<file path="config.mk">
export PLATFORM = sky130hd
export DESIGN_NAME = periodic_down_count_timer
export DESIGN_NICKNAME = d
export VERILOG_FILES = /design/src/rtl/core/ptmr_pkg.sv /design/src/rtl/core/ptmr_in_stage.sv /design/src/rtl/core/ptmr_core.sv /design/src/rtl/core/ptmr_out_stage.sv /design/src/rtl/core/periodic_down_count_timer.sv
export VERILOG_INCLUDE_DIRS = /design/src /design/src/rtl/core
export SDC_FILE = /design/constraint.sdc
export NUM_CORES = 1
export LEC_CHECK = 0
export BUFFER_PORTS_ARGS = -buffer_cell sky130_fd_sc_hd__buf_4
export CAP_MARGIN = 25
export CORE_ASPECT_RATIO = 2
export CORE_MARGIN = 4
export CORE_UTILIZATION = 34
export DETAILED_ROUTE_END_ITERATION = 8
export MAX_ROUTING_LAYER = met4
export PLACE_DENSITY = 0.59
export SYNTH_ARGS = -nofsm -noshare
export SYNTH_HDL_FRONTEND = slang
export SYNTH_HIERARCHICAL = 1
export SYNTH_SLANG_ARGS = --single-unit
</file>
<file path="constraint.sdc">
create_clock -name clk_i -period 4.6 [get_ports clk_i]
set_input_delay 0.92 -clock clk_i [delete_from_list [all_inputs] [get_ports clk_i]]
set_output_delay 0.92 -clock clk_i [all_outputs]
set_load 0.01 [all_outputs]
</file>
<file path="src/rtl/core/periodic_down_count_timer_macros.svh">
// Assertion macros for the periodic down-count timer.
// Used by the RTL files that carry concurrent assertions; no other dependencies.
`ifndef PERIODIC_DOWN_COUNT_TIMER_MACROS_SVH
`define PERIODIC_DOWN_COUNT_TIMER_MACROS_SVH
`ifndef NO_ASSERTIONS
// Checked on every rising edge and held off while reset is asserted.
`define PTMR_ASSERT(label, clk, rst_n, prop) \
  label: assert property (@(posedge clk) disable iff (!rst_n) prop) \
    else $error("periodic_down_count_timer assertion failed");
// Checked on every rising edge, including during reset.
`define PTMR_ASSERT_ALWAYS(label, clk, prop) \
  label: assert property (@(posedge clk) prop) \
    else $error("periodic_down_count_timer assertion failed");
`else
`define PTMR_ASSERT(label, clk, rst_n, prop)
`define PTMR_ASSERT_ALWAYS(label, clk, prop)
`endif
`endif

</file>
<file path="src/rtl/core/ptmr_pkg.sv">
// Shared types and constants for the periodic down-count timer.
// No dependencies; used by every module of the block.
package ptmr_pkg;

  typedef enum logic [1:0] {
    FuncTick  = 2'd0,
    FuncRead  = 2'd1,
    FuncWrite = 2'd2
  } func_e;

  typedef enum logic [1:0] {
    StatusOk         = 2'd0,
    StatusBadOffset  = 2'd1,
    StatusOutOfRange = 2'd2
  } status_e;

  // Register offsets inside the four-register window.
  localparam logic [3:0] OfsCfg      = 4'h0;
  localparam logic [3:0] OfsPeriod   = 4'h4;
  localparam logic [3:0] OfsCount    = 4'h8;
  localparam logic [3:0] OfsPrescale = 4'hC;

  localparam int unsigned BitEnable = 0;
  localparam int unsigned BitIntEn  = 1;

  typedef struct packed {
    logic [1:0]  func;
    logic [31:0] address;
    logic [31:0] write_data;
  } in_item_t;

  typedef struct packed {
    logic [31:0] read_data;
    logic [1:0]  status;
    logic        irq;
  } out_item_t;

endpackage

</file>
<file path="src/rtl/core/ptmr_in_stage.sv">
// Input register of the timer: holds one accepted transfer until the core takes it.
// Depends on ptmr_pkg for the input item type.
module ptmr_in_stage (
  input  logic               clk_i,
  input  logic               rst_ni,
  input  logic               in_valid_i,
  output logic               in_stall_o,
  input  ptmr_pkg::in_item_t in_item_i,
  input  logic               down_ready_i,
  output logic               item_valid_o,
  output ptmr_pkg::in_item_t item_o
);

  logic               valid_q, valid_d;
  ptmr_pkg::in_item_t item_q;
  logic               accept;

  // The held item leaves whenever the result register can take its result.
  assign in_stall_o = valid_q && !down_ready_i;
  assign accept     = in_valid_i && !in_stall_o;
  assign valid_d    = accept ? 1'b1 : (down_ready_i ? 1'b0 : valid_q);

  always_ff @(posedge clk_i or negedge rst_ni) begin
    if (!rst_ni) begin
      valid_q <= 1'b0;
    end else begin
      valid_q <= valid_d;
    end
  end

  always_ff @(posedge clk_i) begin
    if (accept) begin
      item_q <= in_item_i;
    end
  end

  assign item_valid_o = valid_q;
  assign item_o       = item_q;

endmodule

</file>
<file path="src/rtl/core/ptmr_core.sv">
// Timer registers, prescaler and bus decode; computes one result per item.
// Depends on ptmr_pkg and periodic_down_count_timer_macros.svh.
`include "periodic_down_count_timer_macros.svh"

module ptmr_core (
  input  logic                clk_i,
  input  logic                rst_ni,
  input  logic                cfg_we_i,
  input  logic [31:0]         cfg_wdata_i,
  input  logic                fire_i,
  input  ptmr_pkg::in_item_t  item_i,
  output ptmr_pkg::out_item_t result_o
);

  logic [31:0] base_q;
  logic [31:0] ctrl_q, ctrl_d;
  logic [31:0] period_q, period_d;
  logic [31:0] count_q, count_d;
  logic [31:0] prescale_q, prescale_d;
  logic        pending_q, pending_d;
  logic [31:0] remain_q, remain_d;

  logic [31:0] offset;
  logic        in_window;
  logic [31:0] remain_dec;
  logic [31:0] count_dec;
  logic [31:0] arm_value;
  ptmr_pkg::out_item_t res;
  logic        res_err;
  logic        count_wr;

  assign offset     = item_i.address - base_q;
  assign in_window  = (offset[31:4] == 28'd0);
  assign remain_dec = remain_q - 32'd1;
  assign count_dec  = count_q - 32'd1;
  assign arm_value  = (prescale_q == 32'd0) ? 32'd1 : prescale_q;

  always_comb begin
    ctrl_d     = ctrl_q;
    period_d   = period_q;
    count_d    = count_q;
    prescale_d = prescale_q;
    pending_d  = pending_q;
    remain_d   = remain_q;
    res        = '0;
    res.status = ptmr_pkg::StatusOk;

    if (item_i.func == ptmr_pkg::FuncTick) begin
      if (pending_q) begin
        remain_d = remain_dec;
        if (remain_dec == 32'd0) begin
          pending_d = 1'b0;
          if (ctrl_q[ptmr_pkg::BitEnable]) begin
            // Count wraps below zero; reaching zero reloads the period, and every expiry re-arms.
            if (count_dec == 32'd0) begin
              count_d = period_q;
              res.irq = ctrl_q[ptmr_pkg::BitIntEn];
            end else begin
              count_d = count_dec;
            end
            pending_d = 1'b1;
            remain_d  = arm_value;
          end
        end
      end
    end else if (item_i.func == ptmr_pkg::FuncRead ||
                 item_i.func == ptmr_pkg::FuncWrite) begin
      if (!in_window) begin
        res.status = ptmr_pkg::StatusOutOfRange;
      end else if (item_i.func == ptmr_pkg::FuncRead) begin
        case (offset[3:0])
          ptmr_pkg::OfsCfg:      res.read_data = ctrl_q;
          ptmr_pkg::OfsPeriod:   res.read_data = period_q;
          ptmr_pkg::OfsCount:    res.read_data = count_q;
          ptmr_pkg::OfsPrescale: res.read_data = prescale_q;
          default:               res.status    = ptmr_pkg::StatusBadOffset;
        endcase
      end else begin
        case (offset[3:0])
          ptmr_pkg::OfsCfg: begin
            // Enabling drops any pending event and arms a fresh one.
            if (item_i.write_data[ptmr_pkg::BitEnable]) begin
              pending_d = 1'b1;
              remain_d  = arm_value;
            end
            ctrl_d = item_i.write_data;
          end
          ptmr_pkg::OfsPeriod:   period_d   = item_i.write_data;
          ptmr_pkg::OfsCount:    count_d    = item_i.write_data;
          ptmr_pkg::OfsPrescale: prescale_d = item_i.write_data;
          default:               res.status = ptmr_pkg::StatusBadOffset;
        endcase
      end
    end
  end

  always_ff @(posedge clk_i or negedge rst_ni) begin
    if (!rst_ni) begin
      base_q     <= '0;
      ctrl_q     <= '0;
      period_q   <= '0;
      count_q    <= '0;
      prescale_q <= '0;
      pending_q  <= 1'b0;
      remain_q   <= '0;
    end else begin
      if (cfg_we_i) begin
        base_q <= cfg_wdata_i;
      end
      if (fire_i) begin
        ctrl_q     <= ctrl_d;
        period_q   <= period_d;
        count_q    <= count_d;
        prescale_q <= prescale_d;
        pending_q  <= pending_d;
        remain_q   <= remain_d;
      end
    end
  end

  assign result_o = res;

  assign res_err  = (res.status != ptmr_pkg::StatusOk);
  assign count_wr = fire_i && item_i.func == ptmr_pkg::FuncWrite && in_window &&
                    offset[3:0] == ptmr_pkg::OfsCount;

  `PTMR_ASSERT(a_pending_has_ticks, clk_i, rst_ni, pending_q |-> remain_q != 32'd0)
  `PTMR_ASSERT(a_irq_only_on_tick, clk_i, rst_ni, res.irq |-> item_i.func == ptmr_pkg::FuncTick)
  `PTMR_ASSERT(a_error_reads_zero, clk_i, rst_ni, res_err |-> res.read_data == 32'd0)
  `PTMR_ASSERT(a_count_write_lands, clk_i, rst_ni, count_wr |=> count_q == $past(item_i.write_data))
  `PTMR_ASSERT(a_idle_holds_count, clk_i, rst_ni, !fire_i && !cfg_we_i |=> $stable(count_q))

endmodule

</file>
<file path="src/rtl/core/ptmr_out_stage.sv">
// Result register of the timer: holds one result transfer until the consumer takes it.
// Depends on ptmr_pkg for the result item type.
module ptmr_out_stage (
  input  logic                clk_i,
  input  logic                rst_ni,
  input  logic                up_valid_i,
  output logic                up_ready_o,
  input  ptmr_pkg::out_item_t result_i,
  output logic                out_valid_o,
  input  logic                out_stall_i,
  output ptmr_pkg::out_item_t out_item_o
);

  logic                valid_q, valid_d;
  ptmr_pkg::out_item_t item_q;
  logic                load;

  assign up_ready_o = !valid_q || !out_stall_i;
  assign load       = up_valid_i && up_ready_o;
  assign valid_d    = load ? 1'b1 : (out_stall_i ? valid_q : 1'b0);

  always_ff @(posedge clk_i or negedge rst_ni) begin
    if (!rst_ni) begin
      valid_q <= 1'b0;
    end else begin
      valid_q <= valid_d;
    end
  end

  always_ff @(posedge clk_i) begin
    if (load) begin
      item_q <= result_i;
    end
  end

  assign out_valid_o = valid_q;
  assign out_item_o  = item_q;

endmodule

</file>
<file path="src/rtl/core/periodic_down_count_timer.sv">
// Periodic down-count timer with tick prescaler on a four-register bus window.
// A result passes through the input register and then the result register; a stall can hold either.
// Throughput: one item per cycle while the output is not stalled; the core updates all timer state in one pass.
// Reset clears all timer registers, the base address and the armed-event state at once.
// Built from ptmr_in_stage, ptmr_core and ptmr_out_stage; types from ptmr_pkg.
module periodic_down_count_timer (
  input  logic                clk_i,
  input  logic                rst_ni,
  input  logic                cfg_we_i,
  input  logic [31:0]         cfg_wdata_i,
  input  logic                in_valid_i,
  output logic                in_stall_o,
  input  ptmr_pkg::in_item_t  in_item_i,
  output logic                out_valid_o,
  input  logic                out_stall_i,
  output ptmr_pkg::out_item_t out_item_o
);

  logic                item_valid;
  ptmr_pkg::in_item_t  item;
  logic                down_ready;
  logic                fire;
  ptmr_pkg::out_item_t result;

  assign fire = item_valid && down_ready;

  ptmr_in_stage u_in_stage (
    .clk_i        (clk_i),
    .rst_ni       (rst_ni),
    .in_valid_i   (in_valid_i),
    .in_stall_o   (in_stall_o),
    .in_item_i    (in_item_i),
    .down_ready_i (down_ready),
    .item_valid_o (item_valid),
    .item_o       (item)
  );

  ptmr_core u_core (
    .clk_i       (clk_i),
    .rst_ni      (rst_ni),
    .cfg_we_i    (cfg_we_i),
    .cfg_wdata_i (cfg_wdata_i),
    .fire_i      (fire),
    .item_i      (item),
    .result_o    (result)
  );

  ptmr_out_stage u_out_stage (
    .clk_i       (clk_i),
    .rst_ni      (rst_ni),
    .up_valid_i  (item_valid),
    .up_ready_o  (down_ready),
    .result_i    (result),
    .out_valid_o (out_valid_o),
    .out_stall_i (out_stall_i),
    .out_item_o  (out_item_o)
  );

endmodule
</file>
==> implementation parameters, run 1 <==
Parameter                              Value

Placed design
  Dpl hpwl    50.6 mm
  Total cell area at the placement stage    around 20,000 sq um
  Final RePlAce weighted congestion    between 1 and 1.5
  Port Buffer Count    ~140

Timing
  Share of the clock period used by the worst path after layout    a little under 100%
  Highest Clock Rate    about 220 MHz
  Max-slew violation total from the final report    0
  Final number of hold-violating endpoints    0
  Setup-violating endpoint count in the final report    0
  Pin slew with the least headroom to its limit    947 ps
  Skew final    36.5 ps
  Sum of negative setup slack    0 ps
  Post-layout minimum cycle time    4470 ps
  Hold WS    ~450 ps
  Relative slew margins    36.8%

Yosys
  Number of synthesized flops with an enable pin    101
  Predominant post-synthesis flop cell    sky130_fd_sc_hd__dfrtp_1
  Number of warnings issued by yosys    6
  Cell area after technology mapping    ~17,000 sq um
  Portion of the post-synthesis area used by sequential elements    46.2%
  Synthesized net count    1,879
  Ys async rst share    65.9%
  Count of state elements after synthesis    around 300
  Average cell area after synthesis    9.85 sq um
  Synth Instances    1,738
  Number of different library cells in the post-synthesis netlist    90

Die
  Die Span Y    325 um
  Number of top-level design ports    140
  Die width    approximately 170 um
  Starting density of the core    34.3%
  Core ar.    49,900 sq um
  Die area    54,200 sq um
  Site Rows    116

Drt
  DR vias    15,400
  Iteration count of the initial detailed-routing pass    6
  Wirelength per Cell    between 20 and 25 um
  Remaining design rule violation count    0
  Antenna-violating nets left    0
  Post-DR vias/cell    ~5.7
  Total wirelength of the detailed-routed design    approximately 67 mm
  Iter 0 DRT Violations    1,060

Clocking
  Clock insertion delay at the later pin of the skew report    around 600 ps
  Root Driver    sky130_fd_sc_hd__clkbuf_16
  Worst-case clock buffer depth    3
  Hold-fix buffer count after cts    0
  Worst-path clk slew    about 70 ps
  Clock tree from TritonCTS    built
  Inserted Clock Buffers    29
  Number of clock sinks    296
  H-tree Lvls    1

Critical path
  Startpoint type of the worst setup path    flop
  Capturing element type of the critical path    flop
  Data required time at the worst endpoint    about 5100 ps
  Critical path type    flop to flop
  Largest fanout on the critical path    6
  Data arrival time of the worst path    4930 ps

Global route
  Maximum number of pins on one net before global-route repair    109
  Overall routing resource usage    24.4%
  Antenna violations before repair    0
  Number of global-route vias before repair    16,100
  Global-route wire length before repair    98.1 mm
  Remaining global-route overflow    0

Cells and area
  Fillers    4,868
  Antenna diode instance count    0
  Util after Layout    43.4%
  Fraction of layout instances using a drive strength above 1    28.3%
  Final Instance Area    21,700 sq um
  Growth of design area from synthesis to finish    26.6%
  Final Net Count    2,168

Power and ir drop
  Power per Cell Area    308 nW/um^2
  Leakage power figure    ~0.0093 uW
  Peak supply drop    0.307 mV

Status
  Status    finished, final reports clean

Flow run
  Number of violations of the max-capacitance limit    0

Min path
  Hold Path Class    input port to async pin
cell type report:
class                           count  area [sq um]  share of cell area, %
Clock buffer                       39           805                   3.71
Inverter                           70           263                   1.21
Clock inverter                     15           139                  0.641
Sequential cell                   296          7910                   36.5
Multi-Input combinational cell   1276          8820                   40.7
Timing Repair Buffer              354          2910                   13.4
Tap cell                          649           812                   3.75
critical path, stage by stage, from the launching register on:
cell	delay [ps]
sky130_fd_sc_hd__edfxtp_1	410
sky130_fd_sc_hd__ha_4	270
sky130_fd_sc_hd__buf_4	160
sky130_fd_sc_hd__a21o_4	240
sky130_fd_sc_hd__a21o_1	210
sky130_fd_sc_hd__a211oi_4	260
sky130_fd_sc_hd__a21oi_2	110
sky130_fd_sc_hd__or4_4	490
sky130_fd_sc_hd__a211o_1	370
sky130_fd_sc_hd__nor4_2	280
sky130_fd_sc_hd__or3b_4	420
sky130_fd_sc_hd__buf_6	150
sky130_fd_sc_hd__nor4_4	250
sky130_fd_sc_hd__buf_6	220
sky130_fd_sc_hd__buf_6	180
sky130_fd_sc_hd__mux2_2	340
kinds of logic (layout without fill, tap and decap cells):
logic type / count (synthesis) / in the layout / share of synthesized area [%]
mux: 144 / 144 / 9.86
simple gates: 561 / 561 / 16.7
compound gates: 500 / 500 / 18.7
xor+xnor: 33 / 33 / 1.69
buf+inv: 166 / 478 / 3.96
fa+ha+maj: 38 / 38 / 2.78
flops: 296 / 296 / 46.2
synth_stat cells (17+ instances only):
library cell | instances | area share [%]
sky130_fd_sc_hd__mux2_4 | 30 | 2.6
sky130_fd_sc_hd__nand2_1 | 151 | 3.3
sky130_fd_sc_hd__nor3_1 | 35 | 1.0
sky130_fd_sc_hd__clkbuf_1 | 65 | 1.4
sky130_fd_sc_hd__a21oi_1 | 158 | 4.6
sky130_fd_sc_hd__nand4_1 | 35 | 1.3
sky130_fd_sc_hd__nor4_1 | 33 | 1.2
sky130_fd_sc_hd__o211ai_1 | 20 | 0.88
sky130_fd_sc_hd__nor2_1 | 128 | 2.8
sky130_fd_sc_hd__a22oi_1 | 35 | 1.5
sky130_fd_sc_hd__inv_1 | 68 | 1.5
sky130_fd_sc_hd__o21a_1 | 17 | 0.75
sky130_fd_sc_hd__a21o_1 | 17 | 0.75
sky130_fd_sc_hd__edfxtp_1 | 101 | 18
sky130_fd_sc_hd__ha_1 | 38 | 2.8
sky130_fd_sc_hd__xnor2_1 | 23 | 1.2
sky130_fd_sc_hd__nand3_1 | 44 | 1.3
sky130_fd_sc_hd__buf_2 | 21 | 0.61
sky130_fd_sc_hd__dfrtp_1 | 195 | 29
sky130_fd_sc_hd__o22a_1 | 22 | 1.1
sky130_fd_sc_hd__mux2i_1 | 37 | 2.2
sky130_fd_sc_hd__mux2_2 | 76 | 5.0
sky130_fd_sc_hd__o21ai_0 | 112 | 3.3
registers in the layout (all words and copies together), names as in the netlist, 32 cells and up:
name,flops
u_in_stage/item_o,66
u_out_stage/out_item_o,35
u_core/base_q,32
u_core/count_q,32
u_core/ctrl_q,32
u_core/period_q,32
u_core/prescale_q,32
u_core/remain_q,32
cell usage in the layout (no fill, tap or decap), types with 14 or more instances in the layout:
cell | netlist | routed
sky130_fd_sc_hd__a21o_1 | 17 | 16
sky130_fd_sc_hd__a21oi_1 | 158 | 153
sky130_fd_sc_hd__a22oi_1 | 35 | 35
sky130_fd_sc_hd__and2_1 | 16 | 16
sky130_fd_sc_hd__buf_4 | 1 | 332
sky130_fd_sc_hd__clkbuf_16 | 0 | 32
sky130_fd_sc_hd__dfrtp_1 | 195 | 195
sky130_fd_sc_hd__edfxtp_1 | 101 | 101
sky130_fd_sc_hd__ha_1 | 38 | 28
sky130_fd_sc_hd__inv_1 | 68 | 66
sky130_fd_sc_hd__mux2_2 | 76 | 76
sky130_fd_sc_hd__mux2_4 | 30 | 30
sky130_fd_sc_hd__mux2i_1 | 37 | 37
sky130_fd_sc_hd__nand2_1 | 151 | 151
sky130_fd_sc_hd__nand2b_1 | 14 | 14
sky130_fd_sc_hd__nand3_1 | 44 | 44
sky130_fd_sc_hd__nand4_1 | 35 | 35
sky130_fd_sc_hd__nor2_1 | 128 | 126
sky130_fd_sc_hd__nor3_1 | 35 | 34
sky130_fd_sc_hd__nor4_1 | 33 | 31
sky130_fd_sc_hd__o211ai_1 | 20 | 20
sky130_fd_sc_hd__o21a_1 | 17 | 16
sky130_fd_sc_hd__o21ai_0 | 112 | 109
sky130_fd_sc_hd__o22a_1 | 22 | 22
sky130_fd_sc_hd__or3_1 | 15 | 15
sky130_fd_sc_hd__xnor2_1 | 23 | 23
report_power, final:
| group | switching [uW] | internal (uW) | leakage, uW |
|---|---|---|---|
| clock | 1080 | 1340 | 0.000461 |
| sequential | 51.7 | 2820 | 0.00358 |
| combinational | 785 | 589 | 0.00528 |
| total | 1920 | 4760 | 0.00932 |
path summary, 6_finish.rpt:
path / cells after the start / end / start / slack [ps]
max in group asynchronous: 2 / u_core/base_q[13] / rst_ni / 3130
hold reg to reg: 1 / u_core/ctrl_q[28] / u_core/ctrl_q[28] / 510
setup reg to reg: 15 / u_core/ctrl_q[2] / u_in_stage/item_o[44] / 130
setup / recovery: 15 / u_core/ctrl_q[2] / u_in_stage/item_o[44] / 130
hold / removal: 1 / u_core/ctrl_q[24] / rst_ni / 450
min in group clk_i: 1 / u_in_stage/item_o[6] / in_item_i[6] / 500
metal layers:
| metal | vias to the layer above | GRT usage (%) | part of all wire [%] |
|---|---|---|---|
| li1 | 7048 | - | - |
| met1 | 7505 | 21.1 | 30 |
| met2 | 604 | 46.9 | 56 |
| met3 | 266 | 2.58 | 4.3 |
| met4 | 0 | 18.9 | 9.6 |
| met5 | - | - | 0 |
what timing repair did:
item | in CTS | in global routing
endpoints found under the setup margin | 81 | 98
cloned | 1 | 3
setup buffers | 0 | 3
gates resized for setup | 11 | 44
pin swaps | 0 | 13
metrics by stage:
step / power (uW) / instances / setup slack, ps
finish: 6670 / 2699 / 131
global placement: 4230 / 2637 / -108
floorplan: 3570 / 1738 / 308
global route: 6940 / 2699 / -30.6
CTS: 6690 / 2692 / 3.12
detailed placement: 4240 / 2637 / -136
(Power assumes the default switching activity.)
==> run 2: changes to the inputs <==
- SYNTH_HIERARCHICAL: 1 -> not set
==> run 2 against run 1 <==
  * Utilization shrank 2.8 points
  * Hold slack lost 4.1 ps
  * Critical path depth shrank 1
  * First-iteration DRC count shrank 11%
  * Worst setup slack gained 50 ps
  * Sequential power grew 22%
  * Total power grew 27%
  * Synthesized area shrank 2.0%
==> implementation parameters, run 2 <==
Parameter                              Value

Status
  Status    finished, final reports clean

Clocking
  Worst-case clock buffer depth    3 (unchanged)
  Inserted Clock Buffers    29 (unchanged)
  Hold-fix buffer count after cts    0 (unchanged)
  Worst-path clk slew    70 ps (about the same)
  Root Driver    sky130_fd_sc_hd__clkbuf_16
  Number of clock sinks    296 (unchanged)
  Clock insertion delay at the later pin of the skew report    570 ps (-30 ps)
  Clock tree from TritonCTS    built
  H-tree Lvls    1 (unchanged)

Yosys
  Ys async rst share    65.9% (unchanged)
  Average cell area after synthesis    9.88 sq um (+0.36%)
  Predominant post-synthesis flop cell    sky130_fd_sc_hd__dfrtp_1
  Number of synthesized flops with an enable pin    101 (unchanged)
  Cell with the most instances after synthesis    sky130_fd_sc_hd__dfrtp_1
  Number of different library cells in the post-synthesis netlist    85 (-5.6%)
  Portion of the post-synthesis area used by sequential elements    47.2% (+0.95 points)
  Commonest cells in the synthesized netlist    sky130_fd_sc_hd__dfrtp_1, sky130_fd_sc_hd__a21oi_1, sky130_fd_sc_hd__nand2_1
  Synthesized net count    1,838 (-2.2%)
  Cell area after technology mapping    16,800 sq um (-2.0%)
  Count of state elements after synthesis    296 (unchanged)
  Number of warnings issued by yosys    0 (-6)
  Area share of the largest cell type after synthesis    29.1% (+0.59 points)
  Synth Instances    1,697 (-2.4%)
  Biggest area consumer among synthesized cells    sky130_fd_sc_hd__dfrtp_1
  Top post-synthesis cells by area    sky130_fd_sc_hd__dfrtp_1, sky130_fd_sc_hd__edfxtp_1, sky130_fd_sc_hd__mux2_2, sky130_fd_sc_hd__a21oi_1, sky130_fd_sc_hd__o21ai_0

Drt
  Iteration count of the initial detailed-routing pass    8 (+2)
  Iter 0 DRT Violations    939 (-11%)
  Total wirelength of the detailed-routed design    59.3 mm (-11%)
  Antenna-violating nets left    0 (unchanged)
  Wirelength per Cell    23.8 um (-3.7%)
  Remaining design rule violation count    0 (unchanged)
  Post-DR vias/cell    5.80 (+1.5%)
  DR vias    14,400 (-6.4%)

Global route
  Fraction of met1 tracks used by global routing    21.7% (+0.64 points)
  Layer carrying the most global-route usage    met2
  Remaining global-route overflow    0 (unchanged)
  Met3 Usage GRT    1.78% (-0.80 points)
  Overall routing resource usage    22.5% (-1.9 points)
  Antenna violations before repair    0 (unchanged)
  Global-route wire length before repair    88.2 mm (-10%)
  Number of global-route vias before repair    14,700 (-8.3%)
  Maximum number of pins on one net before global-route repair    104 (-4.6%)
  Met2 routing resource usage after global routing    42.1% (-4.8 points)

Placed design
  Port Buffer Count    139 (unchanged)
  Placement Setup Slack    166 ps (+302 ps)
  Dpl hpwl    44.9 mm (-11%)
  Final RePlAce weighted congestion    0.982 (-4.6%)
  Total cell area at the placement stage    18,800 sq um (-7.4%)

Min path
  Hold Path Class    input port to async pin

Critical path
  Largest fanout on the critical path    18 (+12)
  Critical path type    flop to flop
  Data required time at the worst endpoint    5040 ps (-20 ps)
  Data arrival time of the worst path    4860 ps (-70 ps)
  Capturing element type of the critical path    flop
  Startpoint type of the worst setup path    flop

Cells and area
  Util after Layout    40.5% (-2.8 points)
  Growth of design area from synthesis to finish    17.6%
  Commonest cells after routing, fill and taps aside    sky130_fd_sc_hd__buf_4, sky130_fd_sc_hd__dfrtp_1, sky130_fd_sc_hd__a21oi_1
  Flip-flop count of the largest register, all copies and words added    66 (unchanged)
  Final Instance Area    19,700 sq um (-9.0%)
  Most common cell after layout, fill and taps aside    sky130_fd_sc_hd__buf_4
  Fraction of layout instances using a drive strength above 1    21.3% (-7.1 points)
  Antenna diode instance count    0 (unchanged)
  Final Net Count    1,970 (-9.1%)

Power and ir drop
  Power per Cell Area    431 nW/um^2 (+40%)
  Peak supply drop    0.301 mV (-2.0%)
  Leakage power figure    0.00807 uW (-13%)
  Final Power    8500 uW (+27%)

Timing
  Post-route worst setup slack    181 ps (+50.1 ps)
  Relative slew margins    30.2% (-6.6 points)
  Skew final    14.7 ps (-21.8 ps)
  Highest Clock Rate    226 MHz (+1.1%)
  Share of the clock period used by the worst path after layout    96.1% (-1.1 points)
  Setup-violating endpoint count in the final report    0 (unchanged)
  Post-layout minimum cycle time    4420 ps (-50.1 ps)
  Pin slew with the least headroom to its limit    1050 ps (+99.0 ps)
  Final number of hold-violating endpoints    0 (unchanged)
  Max-slew violation total from the final report    0 (unchanged)

Die
  Number of top-level design ports    140 (unchanged)
  Die Span Y    322 um (-0.99%)
  Die width    165 um (-0.96%)
  Site Rows    114 (-1.7%)
  Die area    53,100 sq um (-1.9%)
  Starting density of the core    34.5% (+0.20 points)
  Core ar.    48,600 sq um (-2.6%)

Flow run
  Number of violations of the max-capacitance limit    0 (unchanged)
run 2: cell types whose count changed after synthesis, moves of 13 or more:
cell                       delta
sky130_fd_sc_hd__nand3_1     +13
sky130_fd_sc_hd__nor2_1      -20
sky130_fd_sc_hd__clkbuf_1    +20
sky130_fd_sc_hd__mux2_4      -30
sky130_fd_sc_hd__mux2_2      +29
sky130_fd_sc_hd__a211oi_1    +13
run 2: critical path: stages, from the launching register on:
cell                        delay, ps
sky130_fd_sc_hd__edfxtp_1         370
sky130_fd_sc_hd__ha_1             360
sky130_fd_sc_hd__and2b_1          270
sky130_fd_sc_hd__o2111ai_2        220
sky130_fd_sc_hd__a211oi_2         630
sky130_fd_sc_hd__buf_4            240
sky130_fd_sc_hd__nor4_1            50
sky130_fd_sc_hd__a2111oi_0        780
sky130_fd_sc_hd__or4b_1           250
sky130_fd_sc_hd__a2111oi_2         50
sky130_fd_sc_hd__buf_4            180
sky130_fd_sc_hd__a31oi_2          230
sky130_fd_sc_hd__buf_4            370
sky130_fd_sc_hd__a311oi_1         100
sky130_fd_sc_hd__a2bb2oi_1        170
run 2: kinds of logic after synthesis:
kind of cell	Yosys count	synth area share (%)
adder cells (fa/ha/maj)	38	2.84
AND/OR/NAND/NOR	553	16.8
XOR/XNOR	29	1.51
multiplexers	143	9.34
buffers and inverters	165	4.10
AO/OA/AOI/OAI	473	18.2
flip-flops	296	47.2
run 2: metal layers:
metal  routed length (um)  vias up  share of wire, %
met5                    0        -                 0
met4                 4440        0               7.5
met3                 2190      199               3.7
met2                33000      504                56
met1                19700     7081                33
li1                     -     6652                 -
run 2: worst paths after layout:
| kind | end | slack (ps) | start | depth (start not counted) |
|---|---|---|---|---|
| max in group asynchronous | u_core.base_q[24] | 2980 | rst_ni | 2 |
| setup reg to reg | u_core.count_q[2] | 180 | u_in_stage.item_o[33] | 14 |
| min in group clk_i | u_out_stage.out_valid_o | 500 | u_in_stage.item_valid_o | 1 |
| hold / removal | u_core.period_q[21] | 450 | rst_ni | 1 |
| hold reg to reg | u_out_stage.out_valid_o | 500 | u_in_stage.item_valid_o | 1 |
| setup / recovery | u_core.count_q[2] | 180 | u_in_stage.item_o[33] | 14 |
run 2: cell type report:
type | count | area (sq um)
Clock buffer | 42 | 796
Clock inverter | 11 | 91.3
Fill cell | 4767 | 28900
Inverter | 57 | 214
Multi-Input combinational cell | 1236 | 8240
Sequential cell | 296 | 7910
Tap cell | 638 | 798
Timing Repair Buffer | 209 | 1660
run 2: report_power, final:
part           internal [uW]  total (uW)  switching, uW
sequential              3030        3510            478
clock                   1260        2320           1060
combinational            975        2670           1700
total                   5270        8500           3230
run 2: what timing repair did:
action,in CTS,in global routing
buffers inserted,0,0
endpoints found under the hold margin,0,0
gates resized for setup,0,11
endpoints found under the setup margin,0,139
run 2: stage by stage:
| step | hold slack (ps) | setup TNS (ps) | cells |
|---|---|---|---|
| after floorplan | 457 | 0 | 1697 |
| after global placement | 476 | 0 | 2436 |
| after detailed placement | 486 | 0 | 2436 |
| after CTS | 495 | 0 | 2489 |
| after global routing | 503 | -11.0 | 2489 |
| final | 449 | 0 | 2489 |
